===== config.mk =====
export PLATFORM = sky130hd
export DESIGN_NAME = delimiter_trim_stream_core_flat
export DESIGN_NICKNAME = d
export VERILOG_FILES = /design/src/sv/dts_pkg.sv /design/src/sv/dts_in_if.sv /design/src/sv/dts_out_if.sv /design/src/sv/dts_cfg_if.sv /design/src/sv/dts_ram.sv /design/src/sv/dts_queue.sv /design/src/sv/dts_front.sv /design/src/sv/dts_back.sv /design/src/sv/delimiter_trim_stream_core.sv /design/src/flat_wrapper.sv
export SDC_FILE = /design/constraint.sdc
export NUM_CORES = 1
export LEC_CHECK = 0
export BUFFER_PORTS_ARGS = -buffer_cell sky130_fd_sc_hd__buf_2
export CORE_MARGIN = 5
export CORE_UTILIZATION = 55
export DETAILED_ROUTE_END_ITERATION = 16
export HOLD_SLACK_MARGIN = 0.02
export PLACE_DENSITY = 0.72
export SLEW_MARGIN = 25
export SYNTH_ARGS = -nofsm -noshare
export SYNTH_HDL_FRONTEND = slang
export SYNTH_SLANG_ARGS = --single-unit

===== constraint.sdc =====
create_clock -name clk_i -period 8.5 [get_ports clk_i]
set_input_delay 0.425 -clock clk_i [delete_from_list [all_inputs] [get_ports clk_i]]
set_output_delay 0.425 -clock clk_i [all_outputs]
set_load 0.005 [all_outputs]

===== src/sv/dts_pkg.sv =====
// dts_pkg: shared constants, register codes and word types of the delimiter trim stream
// no dependencies; compile first

package dts_pkg;

  // run buffer and delimiter set sizes
  localparam int MAX_RUN    = 32;
  localparam int MAX_DELIMS = 8;

  // field widths
  localparam int BYTE_W     = 8;
  localparam int DBYTES_W   = 64;
  localparam int NUM_DBYTES = DBYTES_W / BYTE_W;
  localparam int DCOUNT_W   = 4;
  localparam int KEEP_W     = 6;
  localparam int OPT_W      = 4;
  localparam int CNT_W      = 32;
  localparam int CFG_IDX_W  = 2;
  localparam int CFG_DATA_W = 64;

  // run buffer addressing and run length counter (holds 0 .. MAX_RUN + 1)
  localparam int ADDR_W = (MAX_RUN > 1) ? $clog2(MAX_RUN) : 1;
  localparam int RUN_W  = $clog2(MAX_RUN + 2);
  localparam int CMP_W  = (RUN_W > KEEP_W) ? RUN_W : KEEP_W;

  // command queue between front and back
  localparam int QUEUE_DEPTH = 2;
  localparam int QPTR_W      = (QUEUE_DEPTH > 1) ? $clog2(QUEUE_DEPTH) : 1;
  localparam int QCNT_W      = $clog2(QUEUE_DEPTH + 1);

  // option bit positions in trim_options
  localparam int OPT_LEAD  = 0;
  localparam int OPT_TRAIL = 1;
  localparam int OPT_INBET = 2;
  localparam int OPT_SUBST = 3;

  // whitespace set: space and tab through carriage return
  localparam logic [BYTE_W-1:0] WS_SPACE = 8'd32;
  localparam logic [BYTE_W-1:0] WS_LO    = 8'd9;
  localparam logic [BYTE_W-1:0] WS_HI    = 8'd13;

  // configuration register indexes
  typedef enum logic [CFG_IDX_W-1:0] {
    CFG_DELIM_BYTES  = 2'd0,
    CFG_DELIM_COUNT  = 2'd1,
    CFG_KEEP_COUNT   = 2'd2,
    CFG_TRIM_OPTIONS = 2'd3
  } cfg_idx_e;

  // one command from front to back: buffer read burst, then an optional tail word
  typedef struct packed {
    logic [ADDR_W-1:0] rd_start;
    logic [RUN_W-1:0]  rd_count;
    logic              subst;
    logic [BYTE_W-1:0] subst_byte;
    logic              has_byte;
    logic [BYTE_W-1:0] char_byte;
    logic              last;
    logic              ovf;
    logic [CNT_W-1:0]  bytes_in;
    logic [CNT_W-1:0]  bytes_out;
  } cmd_t;

  // run buffer write port
  typedef struct packed {
    logic              en;
    logic [ADDR_W-1:0] addr;
    logic [BYTE_W-1:0] data;
  } ram_wr_t;

endpackage


===== src/sv/dts_in_if.sv =====
// dts_in_if: input byte channel (valid/ready with byte and end flag)
// depends on dts_pkg

interface dts_in_if import dts_pkg::*; ();
  logic              valid;
  logic              ready;
  logic [BYTE_W-1:0] char_byte;
  logic              last_char;

  modport source (output valid, char_byte, last_char, input ready);
  modport sink   (input valid, char_byte, last_char, output ready);
endinterface


===== src/sv/dts_out_if.sv =====
// dts_out_if: result channel (valid/ready with emitted byte and string end status)
// depends on dts_pkg

interface dts_out_if import dts_pkg::*; ();
  logic              valid;
  logic              ready;
  logic [BYTE_W-1:0] out_byte;
  logic              byte_valid;
  logic              run_last;
  logic              string_end;
  logic [CNT_W-1:0]  removed_count;
  logic              overflow;

  modport source (output valid, out_byte, byte_valid, run_last, string_end, removed_count,
                  overflow, input ready);
  modport sink   (input valid, out_byte, byte_valid, run_last, string_end, removed_count,
                  overflow, output ready);
endinterface


===== src/sv/dts_cfg_if.sv =====
// dts_cfg_if: configuration write channel (valid/ready with register index and data)
// depends on dts_pkg

interface dts_cfg_if import dts_pkg::*; ();
  logic                  valid;
  logic                  ready;
  logic [CFG_IDX_W-1:0]  index;
  logic [CFG_DATA_W-1:0] data;

  modport source (output valid, index, data, input ready);
  modport sink   (input valid, index, data, output ready);
endinterface


===== src/sv/dts_ram.sv =====
// dts_ram: generic single write, single read RAM with registered read data
// no dependencies

module dts_ram #(
  parameter int WIDTH = 8,
  parameter int DEPTH = 32
) (
  input  logic                                        clk_i,
  input  logic                                        we_i,
  input  logic [((DEPTH > 1) ? $clog2(DEPTH) : 1)-1:0] waddr_i,
  input  logic [WIDTH-1:0]                            wdata_i,
  input  logic [((DEPTH > 1) ? $clog2(DEPTH) : 1)-1:0] raddr_i,
  output logic [WIDTH-1:0]                            rdata_o
);

  logic [WIDTH-1:0] mem_q [DEPTH];

  // write port and registered read port
  always_ff @(posedge clk_i) begin
    if (we_i) begin
      mem_q[waddr_i] <= wdata_i;
    end
    rdata_o <= mem_q[raddr_i];
  end

endmodule


===== src/sv/dts_queue.sv =====
// dts_queue: short command queue between the classifying front and the emitting back
// depends on dts_pkg

module dts_queue import dts_pkg::*; (
  input  logic clk_i,
  input  logic rst_ni,
  input  logic push_i,
  input  cmd_t cmd_i,
  output logic full_o,
  input  logic pop_i,
  output cmd_t head_o,
  output logic empty_o
);

  cmd_t              mem_q [QUEUE_DEPTH];
  logic [QPTR_W-1:0] wr_ptr_q, wr_ptr_d;
  logic [QPTR_W-1:0] rd_ptr_q, rd_ptr_d;
  logic [QCNT_W-1:0] cnt_q, cnt_d;
  logic              do_push, do_pop;

  assign full_o  = (cnt_q == QCNT_W'(QUEUE_DEPTH));
  assign empty_o = (cnt_q == '0);
  assign head_o  = mem_q[rd_ptr_q];
  assign do_push = push_i && !full_o;
  assign do_pop  = pop_i && !empty_o;

  // pointer and fill count update
  always_comb begin
    wr_ptr_d = wr_ptr_q;
    rd_ptr_d = rd_ptr_q;
    cnt_d    = cnt_q;
    if (do_push) begin
      wr_ptr_d = (wr_ptr_q == QPTR_W'(QUEUE_DEPTH - 1)) ? '0 : wr_ptr_q + 1'b1;
    end
    if (do_pop) begin
      rd_ptr_d = (rd_ptr_q == QPTR_W'(QUEUE_DEPTH - 1)) ? '0 : rd_ptr_q + 1'b1;
    end
    if (do_push && !do_pop) begin
      cnt_d = cnt_q + 1'b1;
    end else if (do_pop && !do_push) begin
      cnt_d = cnt_q - 1'b1;
    end
  end

  always_ff @(posedge clk_i or negedge rst_ni) begin
    if (!rst_ni) begin
      wr_ptr_q <= '0;
      rd_ptr_q <= '0;
      cnt_q    <= '0;
    end else begin
      wr_ptr_q <= wr_ptr_d;
      rd_ptr_q <= rd_ptr_d;
      cnt_q    <= cnt_d;
    end
  end

  // queue storage
  always_ff @(posedge clk_i) begin
    if (do_push) begin
      mem_q[wr_ptr_q] <= cmd_i;
    end
  end

endmodule


===== src/sv/dts_front.sv =====
// dts_front: configuration registers, delimiter classification, run tracking and
// command generation; depends on dts_pkg and the dts_in_if / dts_cfg_if interfaces

module dts_front import dts_pkg::*; (
  input  logic    clk_i,
  input  logic    rst_ni,
  dts_in_if.sink  in_i,
  dts_cfg_if.sink cfg_i,
  output cmd_t    cmd_o,
  output logic    push_o,
  input  logic    q_full_i,
  input  logic    rd_done_i,
  output ram_wr_t ram_wr_o
);

  // configuration registers
  logic [DBYTES_W-1:0] delim_bytes_q;
  logic [DCOUNT_W-1:0] delim_count_q;
  logic [KEEP_W-1:0]   keep_count_q;
  logic [OPT_W-1:0]    trim_options_q;

  // per-string state
  logic [RUN_W-1:0] run_len_q, run_len_d;
  logic             in_middle_q, in_middle_d;
  logic             ovf_q, ovf_d;
  logic [CNT_W-1:0] bytes_in_q, bytes_in_d;
  logic [CNT_W-1:0] bytes_out_q, bytes_out_d;
  logic             pend_q, pend_d;

  // classification
  logic [DCOUNT_W-1:0]   n_clamp;
  logic [NUM_DBYTES-1:0] dmask;
  logic [NUM_DBYTES-1:0] dmatch;
  logic                  chain_ok;
  logic                  use_ws;
  logic [BYTE_W-1:0]     first_delim;
  logic                  is_delim;
  logic [BYTE_W-1:0]     b;
  logic                  last;
  logic                  acc;

  // release decision
  logic             rel_do, rel_en, rel_from_end, dump, has_byte;
  logic [RUN_W-1:0] rel_len;
  logic [CMP_W-1:0] keep_ext, len_ext, keep_k;
  logic [RUN_W-1:0] rd_count;
  logic [RUN_W-1:0] rd_start_full;
  logic             subst;
  logic [RUN_W-1:0] total;
  logic [CNT_W:0]   out_sum;
  logic [CNT_W-1:0] in_next, out_next;

  assign b     = in_i.char_byte;
  assign last  = in_i.last_char;
  assign in_i.ready  = !pend_q && !q_full_i;
  assign acc   = in_i.valid && in_i.ready;
  assign cfg_i.ready = 1'b1;

  // configuration writes
  always_ff @(posedge clk_i or negedge rst_ni) begin
    if (!rst_ni) begin
      delim_bytes_q  <= '0;
      delim_count_q  <= '0;
      keep_count_q   <= '0;
      trim_options_q <= '0;
    end else if (cfg_i.valid && cfg_i.ready) begin
      case (cfg_idx_e'(cfg_i.index))
        CFG_DELIM_BYTES:  delim_bytes_q  <= cfg_i.data;
        CFG_DELIM_COUNT:  delim_count_q  <= cfg_i.data[DCOUNT_W-1:0];
        CFG_KEEP_COUNT:   keep_count_q   <= cfg_i.data[KEEP_W-1:0];
        CFG_TRIM_OPTIONS: trim_options_q <= cfg_i.data[OPT_W-1:0];
        default: ;
      endcase
    end
  end

  // active delimiter set: clamped count, cut at the first zero byte
  always_comb begin
    n_clamp  = (delim_count_q > DCOUNT_W'(MAX_DELIMS)) ? DCOUNT_W'(MAX_DELIMS) : delim_count_q;
    chain_ok = 1'b1;
    for (int i = 0; i < NUM_DBYTES; i++) begin
      chain_ok  = chain_ok && (delim_bytes_q[i*BYTE_W +: BYTE_W] != '0) &&
                  (DCOUNT_W'(i) < n_clamp);
      dmask[i]  = chain_ok;
      dmatch[i] = (delim_bytes_q[i*BYTE_W +: BYTE_W] == b);
    end
    use_ws      = !dmask[0];
    first_delim = use_ws ? WS_SPACE : delim_bytes_q[BYTE_W-1:0];
    is_delim    = use_ws ? ((b == WS_SPACE) || ((b >= WS_LO) && (b <= WS_HI)))
                         : |(dmask & dmatch);
  end

  // run tracking and release decision
  always_comb begin
    run_len_d    = run_len_q;
    in_middle_d  = in_middle_q;
    ovf_d        = ovf_q;
    rel_do       = 1'b0;
    rel_en       = 1'b0;
    rel_from_end = 1'b0;
    rel_len      = run_len_q;
    dump         = 1'b0;
    has_byte     = 1'b0;
    ram_wr_o.en   = 1'b0;
    ram_wr_o.addr = run_len_q[ADDR_W-1:0];
    ram_wr_o.data = b;
    if (is_delim) begin
      if (run_len_q > RUN_W'(MAX_RUN)) begin
        has_byte = 1'b1;
      end else if (run_len_q == RUN_W'(MAX_RUN)) begin
        // buffer overrun: dump the held run and this byte untouched
        dump      = 1'b1;
        has_byte  = 1'b1;
        run_len_d = RUN_W'(MAX_RUN + 1);
        ovf_d     = 1'b1;
      end else begin
        ram_wr_o.en = acc;
        run_len_d   = run_len_q + 1'b1;
      end
      if (last && (run_len_d <= RUN_W'(MAX_RUN))) begin
        rel_do       = 1'b1;
        rel_len      = run_len_d;
        rel_en       = in_middle_q ? trim_options_q[OPT_TRAIL] : trim_options_q[OPT_LEAD];
        rel_from_end = !in_middle_q;
      end
    end else begin
      if (run_len_q <= RUN_W'(MAX_RUN)) begin
        rel_do       = 1'b1;
        rel_en       = in_middle_q ? trim_options_q[OPT_INBET] : trim_options_q[OPT_LEAD];
        rel_from_end = !in_middle_q;
      end
      has_byte    = 1'b1;
      run_len_d   = '0;
      in_middle_d = 1'b1;
    end
  end

  // read burst for the run buffer
  always_comb begin
    keep_ext      = CMP_W'(keep_count_q);
    len_ext       = CMP_W'(rel_len);
    keep_k        = (keep_ext < len_ext) ? keep_ext : len_ext;
    rd_count      = '0;
    rd_start_full = '0;
    subst         = 1'b0;
    if (dump) begin
      rd_count = RUN_W'(MAX_RUN);
    end else if (rel_do) begin
      if (!rel_en) begin
        rd_count = rel_len;
      end else begin
        rd_count      = keep_k[RUN_W-1:0];
        rd_start_full = rel_from_end ? rel_len - keep_k[RUN_W-1:0] : '0;
        subst         = trim_options_q[OPT_SUBST];
      end
    end
  end

  // saturating byte counters
  always_comb begin
    total    = rd_count + RUN_W'(has_byte);
    in_next  = (bytes_in_q == '1) ? bytes_in_q : bytes_in_q + 1'b1;
    out_sum  = {1'b0, bytes_out_q} + (CNT_W + 1)'(total);
    out_next = out_sum[CNT_W] ? '1 : out_sum[CNT_W-1:0];
    bytes_in_d  = last ? '0 : in_next;
    bytes_out_d = last ? '0 : out_next;
  end

  // command word to the back
  always_comb begin
    cmd_o.rd_start   = rd_start_full[ADDR_W-1:0];
    cmd_o.rd_count   = rd_count;
    cmd_o.subst      = subst;
    cmd_o.subst_byte = first_delim;
    cmd_o.has_byte   = has_byte;
    cmd_o.char_byte  = b;
    cmd_o.last       = last;
    cmd_o.ovf        = ovf_d;
    cmd_o.bytes_in   = in_next;
    cmd_o.bytes_out  = out_next;
    push_o = acc && ((rd_count != '0) || has_byte || last);
    pend_d = pend_q;
    if (push_o && (rd_count != '0)) begin
      pend_d = 1'b1;
    end else if (rd_done_i) begin
      pend_d = 1'b0;
    end
  end

  // string state, cleared at string end
  always_ff @(posedge clk_i or negedge rst_ni) begin
    if (!rst_ni) begin
      run_len_q   <= '0;
      in_middle_q <= 1'b0;
      ovf_q       <= 1'b0;
      bytes_in_q  <= '0;
      bytes_out_q <= '0;
      pend_q      <= 1'b0;
    end else begin
      pend_q <= pend_d;
      if (acc) begin
        run_len_q   <= last ? '0 : run_len_d;
        in_middle_q <= last ? 1'b0 : in_middle_d;
        ovf_q       <= last ? 1'b0 : ovf_d;
        bytes_in_q  <= bytes_in_d;
        bytes_out_q <= bytes_out_d;
      end
    end
  end

endmodule


===== src/sv/dts_back.sv =====
// dts_back: executes queued commands, streams buffered run bytes and the tail word
// into the output register; depends on dts_pkg and dts_out_if

module dts_back import dts_pkg::*; (
  input  logic              clk_i,
  input  logic              rst_ni,
  input  cmd_t              head_i,
  input  logic              q_empty_i,
  output logic              pop_o,
  output logic [ADDR_W-1:0] rd_addr_o,
  input  logic [BYTE_W-1:0] rd_data_i,
  output logic              rd_done_o,
  dts_out_if.source         out_o
);

  cmd_t              cur_q;
  logic              cur_valid_q, cur_valid_d;
  logic [ADDR_W-1:0] idx_q, idx_d;
  logic [RUN_W-1:0]  rem_q, rem_d;
  logic              out_valid_q, out_valid_d;

  logic              can_load, tail, step, step_read, final_step;
  logic [BYTE_W-1:0] word_byte;
  logic              word_valid;
  logic [CNT_W:0]    diff;
  logic [CNT_W-1:0]  removed;

  // step control: one word per cycle when the output register is free
  always_comb begin
    can_load   = !out_valid_q || out_o.ready;
    tail       = cur_q.has_byte || (cur_q.rd_count == '0);
    step       = cur_valid_q && can_load;
    step_read  = step && (rem_q != '0);
    final_step = step && ((rem_q == '0) || ((rem_q == RUN_W'(1)) && !tail));
    pop_o      = !q_empty_i && (!cur_valid_q || final_step);
    rd_done_o  = step_read && (rem_q == RUN_W'(1));

    idx_d       = idx_q;
    rem_d       = rem_q;
    cur_valid_d = cur_valid_q;
    if (pop_o) begin
      idx_d       = head_i.rd_start;
      rem_d       = head_i.rd_count;
      cur_valid_d = 1'b1;
    end else begin
      if (step_read) begin
        idx_d = idx_q + 1'b1;
        rem_d = rem_q - 1'b1;
      end
      if (final_step) begin
        cur_valid_d = 1'b0;
      end
    end
    // read address runs one ahead so read data lines up with idx_q
    rd_addr_o = idx_d;

    out_valid_d = step ? 1'b1 : (out_o.ready ? 1'b0 : out_valid_q);
  end

  // word contents
  always_comb begin
    if (step_read) begin
      word_byte  = cur_q.subst ? cur_q.subst_byte : rd_data_i;
      word_valid = 1'b1;
    end else begin
      word_byte  = cur_q.has_byte ? cur_q.char_byte : '0;
      word_valid = cur_q.has_byte;
    end
    diff    = {1'b0, cur_q.bytes_in} - {1'b0, cur_q.bytes_out};
    removed = diff[CNT_W] ? '0 : diff[CNT_W-1:0];
  end

  // control state
  always_ff @(posedge clk_i or negedge rst_ni) begin
    if (!rst_ni) begin
      cur_valid_q <= 1'b0;
      out_valid_q <= 1'b0;
      idx_q       <= '0;
      rem_q       <= '0;
    end else begin
      cur_valid_q <= cur_valid_d;
      out_valid_q <= out_valid_d;
      idx_q       <= idx_d;
      rem_q       <= rem_d;
    end
  end

  // command and output payload registers
  always_ff @(posedge clk_i) begin
    if (pop_o) begin
      cur_q <= head_i;
    end
    if (step) begin
      out_o.out_byte      <= word_byte;
      out_o.byte_valid    <= word_valid;
      out_o.run_last      <= final_step;
      out_o.string_end    <= final_step && cur_q.last;
      out_o.removed_count <= (final_step && cur_q.last) ? removed : '0;
      out_o.overflow      <= final_step && cur_q.last && cur_q.ovf;
    end
  end

  assign out_o.valid = out_valid_q;

endmodule


===== src/sv/delimiter_trim_stream_core.sv =====
// delimiter_trim_stream_core: top level of the delimiter trim and collapse stream
// depends on dts_pkg, the channel interfaces, dts_front, dts_queue, dts_back, dts_ram
//
// Usage:
//   in_i carries one string byte per word with last_char marking the string end.
//   out_o carries the kept bytes; the word that closes a string has string_end set
//   with removed_count and overflow, and run_last marks the last word caused by
//   one input word. cfg_i writes delim_bytes, delim_count, keep_count and
//   trim_options (indexes 0 to 3); it is always ready; the user writes it only while
//   idle, which the block does not enforce. A directly emitted byte passes the
//   command queue, the command register and the output register on its way to out_o.
//   Throughput: one input word per cycle while no held run is released and out_o
//   does not stall; a released run leaves at one word per cycle while out_o takes
//   words, and in_i is held off after the word that starts the release until the
//   single read port has read the run out of the run buffer. The output is one word per cycle at best.
//   Reset clears all string state and configuration; the run buffer needs no clearing.
//   When out_o stalls the output register holds its word; the two-entry command
//   queue keeps taking input until it fills, then in_i ready drops.

module delimiter_trim_stream_core import dts_pkg::*; (
  input  logic      clk_i,
  input  logic      rst_ni,
  dts_in_if.sink    in_i,
  dts_out_if.source out_o,
  dts_cfg_if.sink   cfg_i
);

  cmd_t              cmd, head;
  logic              push, pop, q_full, q_empty;
  logic              rd_done;
  ram_wr_t           ram_wr;
  logic [ADDR_W-1:0] rd_addr;
  logic [BYTE_W-1:0] rd_data;

  // classify bytes and decide releases
  dts_front u_front (
    .clk_i     (clk_i),
    .rst_ni    (rst_ni),
    .in_i      (in_i),
    .cfg_i     (cfg_i),
    .cmd_o     (cmd),
    .push_o    (push),
    .q_full_i  (q_full),
    .rd_done_i (rd_done),
    .ram_wr_o  (ram_wr)
  );

  // decoupling queue
  dts_queue u_queue (
    .clk_i   (clk_i),
    .rst_ni  (rst_ni),
    .push_i  (push),
    .cmd_i   (cmd),
    .full_o  (q_full),
    .pop_i   (pop),
    .head_o  (head),
    .empty_o (q_empty)
  );

  // held delimiter run buffer
  dts_ram #(
    .WIDTH (BYTE_W),
    .DEPTH (MAX_RUN)
  ) u_run_ram (
    .clk_i   (clk_i),
    .we_i    (ram_wr.en),
    .waddr_i (ram_wr.addr),
    .wdata_i (ram_wr.data),
    .raddr_i (rd_addr),
    .rdata_o (rd_data)
  );

  // emit words
  dts_back u_back (
    .clk_i     (clk_i),
    .rst_ni    (rst_ni),
    .head_i    (head),
    .q_empty_i (q_empty),
    .pop_o     (pop),
    .rd_addr_o (rd_addr),
    .rd_data_i (rd_data),
    .rd_done_o (rd_done),
    .out_o     (out_o)
  );

endmodule


===== src/flat_wrapper.sv =====
// flat-port wrapper written by rule: the top's interface ports become plain ports
module delimiter_trim_stream_core_flat import dts_pkg::*;
  (clk_i, rst_ni, in_i_valid, in_i_char_byte, in_i_last_char, in_i_ready, out_o_valid, out_o_out_byte, out_o_byte_valid, out_o_run_last, out_o_string_end, out_o_removed_count, out_o_overflow, out_o_ready, cfg_i_valid, cfg_i_index, cfg_i_data, cfg_i_ready);
  dts_in_if in_i_i ();
  dts_out_if out_o_i ();
  dts_cfg_if cfg_i_i ();
  input  logic clk_i;
  input  logic rst_ni;
  input wire logic [$bits(in_i_i.valid)-1:0] in_i_valid;
  input wire logic [$bits(in_i_i.char_byte)-1:0] in_i_char_byte;
  input wire logic [$bits(in_i_i.last_char)-1:0] in_i_last_char;
  output wire logic [$bits(in_i_i.ready)-1:0] in_i_ready;
  output wire logic [$bits(out_o_i.valid)-1:0] out_o_valid;
  output wire logic [$bits(out_o_i.out_byte)-1:0] out_o_out_byte;
  output wire logic [$bits(out_o_i.byte_valid)-1:0] out_o_byte_valid;
  output wire logic [$bits(out_o_i.run_last)-1:0] out_o_run_last;
  output wire logic [$bits(out_o_i.string_end)-1:0] out_o_string_end;
  output wire logic [$bits(out_o_i.removed_count)-1:0] out_o_removed_count;
  output wire logic [$bits(out_o_i.overflow)-1:0] out_o_overflow;
  input wire logic [$bits(out_o_i.ready)-1:0] out_o_ready;
  input wire logic [$bits(cfg_i_i.valid)-1:0] cfg_i_valid;
  input wire logic [$bits(cfg_i_i.index)-1:0] cfg_i_index;
  input wire logic [$bits(cfg_i_i.data)-1:0] cfg_i_data;
  output wire logic [$bits(cfg_i_i.ready)-1:0] cfg_i_ready;
  assign in_i_i.valid = in_i_valid;
  assign in_i_i.char_byte = in_i_char_byte;
  assign in_i_i.last_char = in_i_last_char;
  assign in_i_ready = in_i_i.ready;
  assign out_o_valid = out_o_i.valid;
  assign out_o_out_byte = out_o_i.out_byte;
  assign out_o_byte_valid = out_o_i.byte_valid;
  assign out_o_run_last = out_o_i.run_last;
  assign out_o_string_end = out_o_i.string_end;
  assign out_o_removed_count = out_o_i.removed_count;
  assign out_o_overflow = out_o_i.overflow;
  assign out_o_i.ready = out_o_ready;
  assign cfg_i_i.valid = cfg_i_valid;
  assign cfg_i_i.index = cfg_i_index;
  assign cfg_i_i.data = cfg_i_data;
  assign cfg_i_ready = cfg_i_i.ready;
  delimiter_trim_stream_core u_core (.clk_i(clk_i), .rst_ni(rst_ni), .in_i(in_i_i), .out_o(out_o_i), .cfg_i(cfg_i_i));
endmodule

==> Word-level counts from Yosys, hierarchy flattened <==
Memories as Yosys holds them, arrays and structs flattened. A register that Yosys moved wholly into a read port is not among the register bits.
Index checks and enable logic that the tools add are counted.
W data, S select, Z words.
{ "totals": {"inputBits": 80, "n_memories": 2, "out_inout_bits": 47, "ramBits": 446, "wordCells": 226, "regBits": 302} }
{ "mem_list": {"columns": ["memory", "depth", "width", "read_ports", "rd_ports_with_merged_regs", "write_ports", "line_no", "rtl"], "rows": [
  ["u_core.u_run_ram.mem_q", 32, 8, 1, 1, 1, "dts_ram.sv:16", "logic [WIDTH-1:0] mem_q [DEPTH];"],
  ["u_core.u_queue.mem_q", 2, 95, 1, 0, 1, "dts_queue.sv:15", "cmd_t mem_q [QUEUE_DEPTH];"]
]} }
{ "classes": {"order_cmp": 15, "eq_ne": 17, "addsub": 12, "reduce_logical": 75, "n_bitwise": 2, "muxes": 71} }
{ "ops": {"columns": ["cell", "n"], "rows": [
  ["$mux W32", 4],
  ["$mux W6", 13],
  ["$eq A8 B8 Y1", 8],
  ["$reduce_bool A8 Y1", 8],
  ["$mux W1", 41],
  ["$add A32 B6 Y33", 1],
  ["$logic_and A1 B1 Y1", 33],
  ["$sub A32 B32 Y33", 1],
  ["$add A32 B1 Y32 const B", 1],
  ["$eq A32 B32 Y1 const B", 1],
  ["$mux W8", 4],
  ["$mux W5", 6],
  ["$lt A3 B4 Y1 const A", 4],
  ["$le A6 B6 Y1 const B", 2],
  ["$logic_not A6 Y1", 2],
  ["$reduce_bool A6 Y1", 2],
  ["$reduce_and A2 Y1", 5],
  ["$reduce_bool A2 Y1", 5],
  ["$logic_not A1 Y1", 9],
  ["$and A8 B8 Y8", 1],
  ["$eq A8 B6 Y1 const B", 1],
  ["$ge A8 B4 Y1 const B", 1],
  ["$le A8 B4 Y1 const B", 1],
  ["$lt A1 B4 Y1 const A", 2],
  ["other kinds (24)", 36]
]} }

==> Logic depth before layout (Yosys ltp) <==
{ "depth": {"depth_word": 40, "mapped_depth": 37} }

==> Modules after synthesis <==
From an unflattened synthesis, not the netlist that was laid out.
{ "unflattened": {"hier_cells": 2356, "hier_area_um2": 34199.0} }
{ "modules_own_cells": {"columns": ["module", "area_each_um2", "n_inst", "seq_area_each_um2", "cells_per_inst"], "rows": [
  ["dts_ram", 10053.4, 1, 7847.5, 417],
  ["dts_front", 9998.3, 1, 3778.6, 1074],
  ["dts_queue", 7253.2, 1, 5805.6, 315],
  ["dts_back", 6894.1, 1, 4349.2, 550]
]} }

==> Least setup slack after synthesis <==
Ideal clock, no wire load.
{ "synth_timing": {"path_type": "input to register", "startpoint": "input in_i_char_byte[0]", "endpoint": "register u_core.u_front.bytes_out_q[31]", "path_stages": 35, "setup_ns": 0.077, "n_path_buf": 5, "arrival_time_ns": 7.574, "path_slack_ns": 0.849, "path_cell_list": "buf_6 > or4b_1 > a21o_1 > a2111oi_2 > o22a_2 > a211oi_4 > buf_6 > nor2_1 > nand2_1 > xnor2_1 > inv_1 > ha_1 > a211o_1 > nor3_1 > o31a_1 > a211oi_2 > a211o_1 > buf_6 > a211oi_1 > ha_1 > ha_1 > inv_1 > fa_1 > nor2b_1 > o21ai_0 > a21boi_0 > o21ai_0 > a211oi_1 > and4_1 > inv_1 > or2_2 > clkbuf_1 > clkbuf_1 > a31o_2 > a21oi_1"} }
{ "synth_lines": {"columns": ["element", "line_no", "rtl"], "rows": [
  ["from (decl)", "flat_wrapper.sv:10", "input wire logic [$bits(in_i_i.char_byte)-1:0] in_i_char_byte;"],
  ["to (signal assigned)", "dts_front.sv:206", "bytes_out_q <= bytes_out_d;"],
  ["to (decl)", "dts_front.sv:27", "logic [CNT_W-1:0] bytes_out_q, bytes_out_d;"]
]} }

==> results.md <==
* Status: finished, final reports clean
* Slew HR at 0.280
* Synth async-reset ratio at 0.222
* TritonCTS Buffers at 77
* 1st-iter DRT viols at about 1.6k
* Routed vias/inst at 5.84
* Critical R2R Launch: u_core.u_front.delim_bytes_q[4]
* YS warnings at 0
* Pre-antenna DRT Iters at 5
* Final non-filler cell total at 3309
* TritonCTS clock tree: built
* Met2 wire length at 32300 µm
* Row cnt at 90
* Hold Crit Start: cfg_i_data[42]
* Worst path required time at 9.04 ns
* Largest net degree at the start of global routing at 106
* M1 wire length at 31600 µm
* Root buf cell: clkbuf_16
* Worst hold slack at a little over 0.05 ns
* P&R area growth vs syn at 13.8%
* Die Wd at around 260 µm
* Post-synthesis mux area share at 0.126
* Global-route wire length before repair at 110000 µm
* H-tree levels at 3
* Top-level I/O count at 127
* Leakage power at 13.9 nW
* Power density over the cells at 212 mW/mm²
* Vias at 19.3k
* Nature of the critical path endpoint: register
* Setup WS pre-CTS at 0.0682 ns
* GR Overflow Total at 0
* Reg clk slew, reported paths at about 0.060 ns
* Reg2Reg Depth at 29
* End of the worst hold path: u_core.u_front.delim_bytes_q[42]
* Vias in the first global route at 19.4k
* Syn_nets at 2420
* Clock buffer depth at 3
* Fmax at 127 MHz
* Met3 WL at 4720 µm
* Max layer used: met5
* Post-synth EDFFs at 580
* Critical path class: register to register
* CP max stage delay at 0.57 ns
* Unique masters post-synth at 79
* Worst R2R End: u_core.u_front.bytes_out_q[25]
* Final period utilization at 0.928
* All-Layer GR Usage at 0.211
* Final Critical Period at between 7 and 8 ns
* #FFs+latches synth at 756
* Reg2reg setup slack at 0.62 ns
* Net total in the final layout at ~2.6k
* Unrepaired setup endpoints after global routing: false
* DP HPWL at 45900 µm
* Initial antenna violation count at 10
* Crit start category: register
* Final ANT Viol Nets at 0
* Slew Viols, Final at 0
* Maximum fanout along the worst path at 50
* Share of layout cells above drive strength 1 at 0.222
* Clk sinks at between 700 and 800
* Clock skew at 0.0237 ns
* Post-Synthesis Cells at 2279
* Post-DR wirelength/cell at around 21 µm
* Worst hold path type: input pin to register
* Post-Synth Adder-Cell Area at 0.0238
* Most common cell after layout, fill and taps aside: edfxtp_1
* Critical Path Slowest Stage Cell: or4_1
* Worst Hold Depth at 2
* Syn avg cell area at 14.7 µm²
* Die Ht at 256 µm
* Max VDD drop at 0.154 mV
* Placer congestion estimate at 0.889
* Compound-Gate Fraction of Synth Area at 0.0589
* Die area at 0.0657 mm²
* IO Port Bufs at 125
* Initial Utilization at 0.554
* Seq/Total Area, Yosys at 0.652
* Cells after DPL at approximately 3.1k
* Clk_lat worst skew at 0.63 ns
* Most frequent cells in the layout: edfxtp_1 (580), mux2_2 (179), dfrtp_1 (167)
* CP arrival at 8.42 ns
* Synthesized cell area at approximately 0.033 mm²
* Main combinational cell family by area after synthesis: multiplexers
* Synth Area in Simple Gates at 0.0752
* Setup violators final at 0
* Drt drc at 0
* Ys flop type: edfxtp_1
* Worst-Margin Slew at 1.07 ns
* Reported max-cap violation count at 0
* Final hold viol count at 0
* Final setup margin at 0.615 ns
* Synth Area in XOR/XNOR at 0.0422
* Drt total wl at 69800 µm
* Setup TNS at 0 ns
* Core box area at around 0.06 mm²
-- stage by stage --
stage          utilization  total power [mW]  area, µm²
6_report             0.631              8.04      38000
5_1_grt              0.631              8.32      38000
4_1_cts              0.629              8.10      37900
3_5_place_dp         0.579              4.65      34900
3_3_place_gp         0.579              4.63      34900
2_1_floorplan            -              4.49      33400
-- critical path: cells and delay by family, from the launching register on --
family | cells | cell delay, ns
AOI/OAI and AO/OA | 13 | 3.45
and+or+nand+nor | 8 | 2.23
adders and majority gates | 4 | 1.06
DFF | 1 | 0.41
buffers and inverters | 3 | 0.33
xor gates and xnor gates | 1 | 0.32
-- flip-flops by register name, summed over array words and instances (netlist names), 2 cells and up --
| name | flops |
|---|---|
| u_core.u_front.delim_bytes_q | 64 |
| u_core.u_back.out_o.removed_count | 32 |
| u_core.u_front.delim_count_q | 4 |
| u_core.u_run_ram.mem_q | 256 |
| u_core.u_back.rem_q | 6 |
| u_core.u_back.idx_q | 5 |
| u_core.u_front.run_len_q | 6 |
| u_core.u_back.cur_q | 90 |
| u_core.u_queue.cnt_q | 2 |
| u_core.u_front.keep_count_q | 6 |
| u_core.u_run_ram.rdata_o | 8 |
| u_core.u_front.trim_options_q | 4 |
| u_core.u_back.out_o.out_byte | 8 |
| u_core.u_front.bytes_out_q | 32 |
| u_core.u_front.bytes_in_q | 32 |
| u_core.u_queue.mem_q | 190 |
-- power breakdown --
group	internal, mW	switching, mW	leakage, nW	total [mW]
clock	2.05	1.39	1.29	3.45
combinational	0.215	0.240	5.21	0.455
sequential	4.05	0.0867	7.36	4.14
total	6.32	1.72	13.9	8.04
-- kinds of logic after synthesis --
family / count (synthesis)
muxes: 319
other: 1
adders and majority gates: 62
xor gates and xnor gates: 161
DFF: 756
and+or+nand+nor: 505
AOI/OAI and AO/OA: 299
buffers and inverters: 176
-- area by class of cell --
type | count | area (µm²)
fillers | 4227 | 22200
flip-flops and latches | 756 | 21800
multi-input cells | 1347 | 11000
clock buffers | 98 | 2130
repair buffers | 201 | 1310
well taps | 782 | 978
clock inverters | 43 | 490
inverters | 74 | 278
diodes | 8 | 20.0
-- Yosys cell counts, drive strengths merged, types with 4 or more instances --
cell type / instances / area share
o21a: 14 / 0.0031
a21o: 17 / 0.0038
and3: 24 / 0.0045
mux2i: 75 / 0.022
mux4: 64 / 0.043
nor3b: 9 / 0.0020
edfxtp: 580 / 0.52
nand3: 45 / 0.0067
nor3: 44 / 0.0067
inv: 74 / 0.0083
a41oi: 5 / 0.0013
nor4: 31 / 0.0062
a21oi: 86 / 0.013
xor2: 82 / 0.022
o21ai: 76 / 0.011
o22a: 17 / 0.0045
o2111a: 4 / 0.0013
a22o: 22 / 0.0058
xnor2: 79 / 0.021
nand3b: 5 / 0.0011
mux2: 180 / 0.061
a31oi: 15 / 0.0028
nor2: 125 / 0.014
or2: 9 / 0.0017
and2: 8 / 0.0015
buf: 29 / 0.0046
nor2b: 19 / 0.0036
nand2: 125 / 0.014
and4: 8 / 0.0021
dfrtp: 168 / 0.13
or3: 5 / 0.00094
dfxtp: 8 / 0.0048
clkbuf: 73 / 0.0082
a211oi: 11 / 0.0034
ha: 58 / 0.022
nand4: 19 / 0.0036
nand2b: 18 / 0.0034
-- metal layers --
| layer | vias to the layer above | GRT usage |
|---|---|---|
| met5 | - | 0 |
| met4 | 2 | 0.0550 |
| met3 | 98 | 0.0387 |
| met2 | 619 | 0.327 |
| met1 | 9666 | 0.314 |
| li1 | 8934 | - |
-- worst max-delay path by stage --
stage	startpoint	cells after the start	endpoint	slack (ns)
after global placement	in_i_char_byte[5]	32	u_core.u_front.bytes_out_q[2]	0.37
after detailed placement	in_i_char_byte[1]	31	u_core.u_front.bytes_out_q[2]	0.07
final	u_core.u_front.delim_bytes_q[4]	29	u_core.u_front.bytes_out_q[25]	0.62
after floorplan	in_i_char_byte[0]	35	u_core.u_front.bytes_out_q[31]	0.85
after global routing	u_core.u_front.delim_bytes_q[4]	29	u_core.u_front.bytes_out_q[8]	0.002
after CTS	u_core.u_front.delim_bytes_q[4]	29	u_core.u_front.bytes_out_q[2]	0.10
-- timing repair --
item	in CTS	in global routing
buffers inserted	0	4
resized for setup	0	4
setup endpoints to repair	0	82
hold buffers	41	0
hold endpoints to repair	144	0
Power figures use the tool's default switching activity.
